$ cat src/hw/rtl/fbb_pkg.sv
// ----------------------------------------------------------------------------
// fbb_pkg: shared types and constants for the 3x3 box blur
// Pixel and result words, controller-to-datapath commands, reciprocal table.
// ----------------------------------------------------------------------------
`timescale 1ns / 1ps
`default_nettype none

package fbb_pkg;

  localparam int MAX_FRAME = 1024;
  localparam int FRAME_W   = $clog2(MAX_FRAME) + 1;  // frame_size register
  localparam int COORD_W   = $clog2(MAX_FRAME);      // row / column
  localparam int ADDR_W    = $clog2(2 * MAX_FRAME);  // two line stores
  localparam int CHAN_W    = 16;
  localparam int ACC_W     = 20;                     // 9 * 65535 fits
  localparam int RECIP_W   = 25;
  localparam int RECIP_SH  = 24;
  localparam int PROD_W    = ACC_W + RECIP_W;

  // input word
  typedef struct packed {
    logic [CHAN_W-1:0] red_in;
    logic [CHAN_W-1:0] green_in;
    logic [CHAN_W-1:0] blue_in;
  } in_word_t;

  // result word
  typedef struct packed {
    logic [COORD_W-1:0] out_row;
    logic [COORD_W-1:0] out_col;
    logic [CHAN_W-1:0]  red_out;
    logic [CHAN_W-1:0]  green_out;
    logic [CHAN_W-1:0]  blue_out;
    logic               run_last;
  } out_word_t;

  typedef enum logic [2:0] {
    ST_IDLE,
    ST_LOAD,
    ST_SUM,
    ST_MUL,
    ST_OUT
  } state_e;

  // commands from controller to datapath
  typedef struct packed {
    logic               capture;   // take input word, access line store
    logic               load;      // shift window, insert new column
    logic               acc_en;
    logic               acc_first;
    logic [1:0]         row;       // window row summed this cycle
    logic [1:0]         col_lo;    // leftmost window column used
    logic               mul_en;
    logic [3:0]         num;       // pixel count, divisor
    logic               row_par;
    logic [COORD_W-1:0] col;
    logic [COORD_W-1:0] out_row;
    logic [COORD_W-1:0] out_col;
    logic               last;
  } cmd_t;

  // floor(2^24/d)+1: exact quotient for any 20-bit dividend, d one of 1, 2, 3, 4, 6, 9
  function automatic logic [RECIP_W-1:0] recip(input logic [3:0] d);
    logic [RECIP_W-1:0] m;
    case (d)
      4'd1:    m = 25'd16777217;
      4'd2:    m = 25'd8388609;
      4'd3:    m = 25'd5592406;
      4'd4:    m = 25'd4194305;
      4'd6:    m = 25'd2796203;
      4'd9:    m = 25'd1864136;
      default: m = '0;
    endcase
    return m;
  endfunction

endpackage

`default_nettype wire

$ cat src/hw/rtl/fbb_ctrl.sv
// ----------------------------------------------------------------------------
// fbb_ctrl: box blur controller
// Frame position, frame size register and the per-result sequencing.
// ----------------------------------------------------------------------------
`timescale 1ns / 1ps
`default_nettype none

module fbb_ctrl (
  input  wire logic                         clk_i,
  input  wire logic                         rst_ni,
  input  wire logic                         in_valid_i,
  output logic                              in_stall_o,
  output logic                              out_valid_o,
  input  wire logic                         out_stall_i,
  input  wire logic                         cfg_valid_i,
  output logic                              cfg_ready_o,
  input  wire logic [fbb_pkg::FRAME_W-1:0]  cfg_data_i,
  output fbb_pkg::cmd_t                     cmd_o
);

  fbb_pkg::state_e state_q, state_d;
  logic [fbb_pkg::FRAME_W-1:0] frame_q;
  logic [fbb_pkg::COORD_W-1:0] row_q, row_d, col_q, col_d, n_m1;
  logic [1:0] di_q, di_d, dj_q, dj_d, k_q, k_d;
  logic [1:0] di_start, di_end, dj_start, dj_end;
  logic       row_last, col_last, any_out, advance;

  // effective size minus one: zero reads as 1, large values saturate
  always_comb begin
    if (frame_q == '0) begin
      n_m1 = '0;
    end else if (frame_q > fbb_pkg::FRAME_W'(fbb_pkg::MAX_FRAME)) begin
      n_m1 = fbb_pkg::COORD_W'(fbb_pkg::MAX_FRAME - 1);
    end else begin
      n_m1 = fbb_pkg::COORD_W'(frame_q - 1'b1);
    end
  end

  // offsets of emitted results back from the current pixel
  always_comb begin
    row_last = (row_q == n_m1);
    col_last = (col_q == n_m1);
    di_start = (row_last && row_q < 2) ? row_q[1:0] : 2'd2;
    dj_start = (col_last && col_q < 2) ? col_q[1:0] : 2'd2;
    di_end   = row_last ? 2'd0 : 2'd2;
    dj_end   = col_last ? 2'd0 : 2'd2;
    any_out  = (row_last || row_q >= 2) && (col_last || col_q >= 2);
  end

  always_comb begin
    state_d = state_q;
    di_d    = di_q;
    dj_d    = dj_q;
    k_d     = k_q;
    advance = 1'b0;
    cmd_o           = '0;
    cmd_o.row_par   = row_q[0];
    cmd_o.col       = col_q;
    cmd_o.row       = k_q;
    cmd_o.col_lo    = 2'd2 - dj_q;
    cmd_o.acc_first = (k_q == 2'd2 - di_q);
    cmd_o.num       = 4'(({2'b0, di_q} + 4'd1) * ({2'b0, dj_q} + 4'd1));
    cmd_o.out_row   = row_q - fbb_pkg::COORD_W'(di_q);
    cmd_o.out_col   = col_q - fbb_pkg::COORD_W'(dj_q);
    cmd_o.last      = (di_q == di_end) && (dj_q == dj_end);
    case (state_q)
      fbb_pkg::ST_IDLE: begin
        if (in_valid_i) begin
          cmd_o.capture = 1'b1;
          state_d       = fbb_pkg::ST_LOAD;
        end
      end
      fbb_pkg::ST_LOAD: begin
        cmd_o.load = 1'b1;
        if (any_out) begin
          di_d    = di_start;
          dj_d    = dj_start;
          k_d     = 2'd2 - di_start;
          state_d = fbb_pkg::ST_SUM;
        end else begin
          advance = 1'b1;
          state_d = fbb_pkg::ST_IDLE;
        end
      end
      fbb_pkg::ST_SUM: begin
        cmd_o.acc_en = 1'b1;
        if (k_q == 2'd2) begin
          state_d = fbb_pkg::ST_MUL;
        end else begin
          k_d = k_q + 2'd1;
        end
      end
      fbb_pkg::ST_MUL: begin
        cmd_o.mul_en = 1'b1;
        state_d      = fbb_pkg::ST_OUT;
      end
      fbb_pkg::ST_OUT: begin
        if (!out_stall_i) begin
          if (dj_q != dj_end) begin
            dj_d    = dj_q - 2'd1;
            k_d     = 2'd2 - di_q;
            state_d = fbb_pkg::ST_SUM;
          end else if (di_q != di_end) begin
            di_d    = di_q - 2'd1;
            dj_d    = dj_start;
            k_d     = 2'd3 - di_q;
            state_d = fbb_pkg::ST_SUM;
          end else begin
            advance = 1'b1;
            state_d = fbb_pkg::ST_IDLE;
          end
        end
      end
      default: state_d = fbb_pkg::ST_IDLE;
    endcase
  end

  // raster position of the next pixel
  always_comb begin
    row_d = row_q;
    col_d = col_q;
    if (advance) begin
      if (col_last) begin
        col_d = '0;
        row_d = row_last ? '0 : row_q + 1'b1;
      end else begin
        col_d = col_q + 1'b1;
      end
    end
  end

  assign in_stall_o  = (state_q != fbb_pkg::ST_IDLE);
  assign cfg_ready_o = (state_q == fbb_pkg::ST_IDLE);
  assign out_valid_o = (state_q == fbb_pkg::ST_OUT);

  always_ff @(posedge clk_i or negedge rst_ni) begin
    if (!rst_ni) begin
      state_q <= fbb_pkg::ST_IDLE;
      frame_q <= fbb_pkg::FRAME_W'(fbb_pkg::MAX_FRAME);
      row_q   <= '0;
      col_q   <= '0;
      di_q    <= '0;
      dj_q    <= '0;
      k_q     <= '0;
    end else begin
      state_q <= state_d;
      di_q    <= di_d;
      dj_q    <= dj_d;
      k_q     <= k_d;
      if (cfg_valid_i && cfg_ready_o) begin
        frame_q <= cfg_data_i;
        row_q   <= '0;
        col_q   <= '0;
      end else begin
        row_q <= row_d;
        col_q <= col_d;
      end
    end
  end

endmodule

`default_nettype wire

$ cat config.mk
export PLATFORM = sky130hd
export DESIGN_NAME = fbb_ctrl
export DESIGN_NICKNAME = d
export VERILOG_FILES = /design/src/hw/rtl/fbb_pkg.sv /design/src/hw/rtl/fbb_ctrl.sv
export SDC_FILE = /design/constraint.sdc
export NUM_CORES = 1
export LEC_CHECK = 0
export BUFFER_PORTS_ARGS = -buffer_cell sky130_fd_sc_hd__buf_2
export CAP_MARGIN = 30
export CORE_MARGIN = 2
export CORE_UTILIZATION = 63
export CTS_CLUSTER_DIAMETER = 60
export CTS_CLUSTER_SIZE = 12
export DETAILED_ROUTE_END_ITERATION = 8
export GPL_ROUTABILITY_DRIVEN = 0
export PLACE_DENSITY = 0.95
export RECOVER_POWER = 25
export SLEW_MARGIN = 15
export SYNTH_ARGS = -nofsm -noshare
export SYNTH_HDL_FRONTEND = slang
export SYNTH_SLANG_ARGS = --single-unit
$ cat constraint.sdc
create_clock -name clk_i -period 12.4 [get_ports clk_i]
set_input_delay 0 -clock clk_i [delete_from_list [all_inputs] [get_ports clk_i]]
set_output_delay 0 -clock clk_i [all_outputs]
set_load 0.1 [all_outputs]
==> metrics.csv <==
metric,value,unit
yosys.area.top_type,dfrtp_1,
path_clk_slew,0.09,ns
wl,11.54,mm
initial_core_util,0.6401,
clk_latency,0.31,ns
core,6241,um2
ys_types,75,
die_area,6994,um2
grt_pass1_vias,4033,
finalNetCount,599,
cts_buffers,5,
fmax,0.2096,GHz
top_level_ports,64,
maxCapViolations,0,
p_leak,1.985,nW
skew,0.01360,ns
synth_nets,547,
final_area,4483,um2
finalCritPeriodShare,0.3848,
ys_top_cells_by_area,"dfrtp_1 24%, nand2_1 6.2%, ha_1 4.4%, o21ai_0 4.0%, nor2_1 3.3%",
layout_common_cells,"66 x nand2_1, 63 x buf_2, 39 x dfrtp_1, 35 x nor2_1, 32 x o21ai_0",
route.vias.total,4371,
cp_max_fo,15,
ys_seq_area_frac,0.2509,
timing.setup.tns,0,ns
grt_max_degree,41,
drt-wirelength-per-cell,17.92,um
synthFlopType,dfrtp_1,
drt-pass1-iter-count,6,
ys_warn_count,0,
diodes,0,
slew_headroom,0.2397,
via_per_inst,6.787,
synth-seq-cells,40,
vdd_ir_drop_max,0.0004173,V
antenna_found_initial,0,
drc,0,
fin_ws,7.629,ns
dp_hpwl,8.232,mm
hp-class,in -> reg,
switching_share,0.6664,
cp-end-kind,register,
min_period,4.771,ns
clk_path_buf_depth,2,
mostFrequentLayoutCell,nand2_1,
p_sw,0.6463,mW
cp.required,12.62,ns
post-place-ws,7.652,ns
grt_overflow,0,
cts_tree,yes,
grt_usage,0.3289,
area_growth,12.21,%
power_frac_seq,0.182,
whs,0.01808,ns
syn_inst,514,
path_class,reg -> reg,
root_buffer,clkbuf_8,
drt_iter0_drc,661,
h-tree-depth,2,
synth_top_cell_area_share,0.2443,
startpoint_type,register,
crit_arrival,4.99,ns
drtAntennaViolNets,0,
syn-cell-area,3995,um2
worst_pin_slew,1.140,ns
pwr-share-comb,0.721,
finalSetupViolations,0,
cts.sinks,40,
io_buffers,63,
die_x,83.63,um
power.total,0.9698,mW
rsz0062_at_grt,no,
synth_edf_count,0,
placed_cell_area,4242,um2
power_frac_clock,0.098,
grt_pass1_wl,19.29,mm
async_reset_ff_frac,1.000,
power_density,216.3,nW/um2
internal_power,0.3235,mW
drive_above_1_share,0.1658,
syn_area_per_cell,7.773,um2
die_h,83.63,um
rows,29,
hold_viol_final,0,
slew_violations,0,
status,"complete, no violations",
==> power by group through the flow <==
| stage | sequential, mW | combinational (mW) | clock (mW) |
|---|---|---|---|
| 3_3_place_gp | 0.176 | 0.682 | 0 |
| 2_1_floorplan | 0.192 | 0.581 | 0 |
| 6_report | 0.176 | 0.699 | 0.0948 |
| 3_5_place_dp | 0.177 | 0.690 | 0 |
| 5_1_grt | 0.178 | 0.729 | 0.0987 |
| 4_1_cts | 0.175 | 0.696 | 0.0938 |
==> cells by family (layout without fill, tap and decap cells) <==
family / count (synthesis) / after routing / synth area share
AND/OR/NAND/NOR: 215 / 215 / 0.2769
AO/OA/AOI/OAI: 141 / 141 / 0.2615
buffers and inverters: 67 / 120 / 0.07328
flip-flops: 40 / 40 / 0.2509
XOR/XNOR: 25 / 25 / 0.05481
adder cells (fa/ha/maj): 17 / 17 / 0.05888
multiplexers: 9 / 9 / 0.02380
==> Yosys cell counts, drive strengths merged, types with 9 or more instances <==
library cell and n:
a211oi 9, buf 12, clkbuf 23, inv 31, a21oi 21, dfrtp 39, xor2 11, nand4 9
nor2 35, or3 10, xnor2 14, ha 14, o21ai 33, nand2 66, nor3 15, nand3 23
==> metal layers <==
layer / share of wire / GRT usage / vias to the layer above / wire, um
met5: 0 / 0 / - / 0
met4: 0.041 / 0.1261 / 0 / 470
met3: 0.10 / 0.06924 / 72 / 1157
met2: 0.47 / 0.5433 / 334 / 5369
met1: 0.39 / 0.4229 / 1972 / 4542
li1: - / - / 1993 / -
==> per-stage QoR <==
step             util  instances
2_1_floorplan       -        514
3_3_place_gp   0.6796        620
3_5_place_dp   0.6796        620
4_1_cts        0.7153        641
5_1_grt        0.7183        644
6_report       0.7183        644
==> path summary, 6_finish.rpt <==
check	start	slack, ns	to	cells after the start
setup / recovery	frame_q[0]	7.63	col_q[4]	12
hold / removal	in_valid_i	0.02	state_q[0]	3
setup reg to reg	frame_q[0]	7.63	col_q[4]	12
hold reg to reg	state_q[0]	0.56	state_q[0]	1
max in group asynchronous	rst_ni	10.37	row_q[2]	3
min in group asynchronous	rst_ni	0.42	frame_q[4]	2
==> area by class of cell <==
| cell class | count | area [um2] |
|---|---|---|
| multi-input combinational | 407 | 2700 |
| fill | 468 | 1758 |
| sequential | 40 | 1002 |
| timing repair buffer | 80 | 471.7 |
| inverter | 32 | 120.1 |
| tap | 77 | 96.34 |
| clock buffer | 6 | 82.58 |
| clock inverter | 2 | 10.01 |
==> flip-flops by register name, summed over array words and instances, names as in the netlist <==
| register | cells |
|---|---|
| frame_q | 11 |
| k_q | 2 |
| col_q | 10 |
| state_q | 3 |
| di_q | 2 |
| row_q | 10 |
| dj_q | 2 |
==> worst max-delay path: stages (launching register included) <==
cell and delay [ns]:
dfrtp_1 0.47, inv_1 0.19, ha_1 0.29, nor3b_2 0.50, nand3_1 0.44, a22o_1 0.37, a2111o_1 0.43, or4_1 0.53
o21ai_0 0.43, a221oi_4 0.19, a211oi_4 0.49, o21ai_0 0.18, a21oi_1 0.16
==> what timing repair did <==
item                                   CTS  global route
gates resized for setup                  0             0
hold buffers                            13             0
endpoints found under the hold margin   51             0
setup buffers                            0             0
No activity file was read; power rests on OpenSTA's default activity.
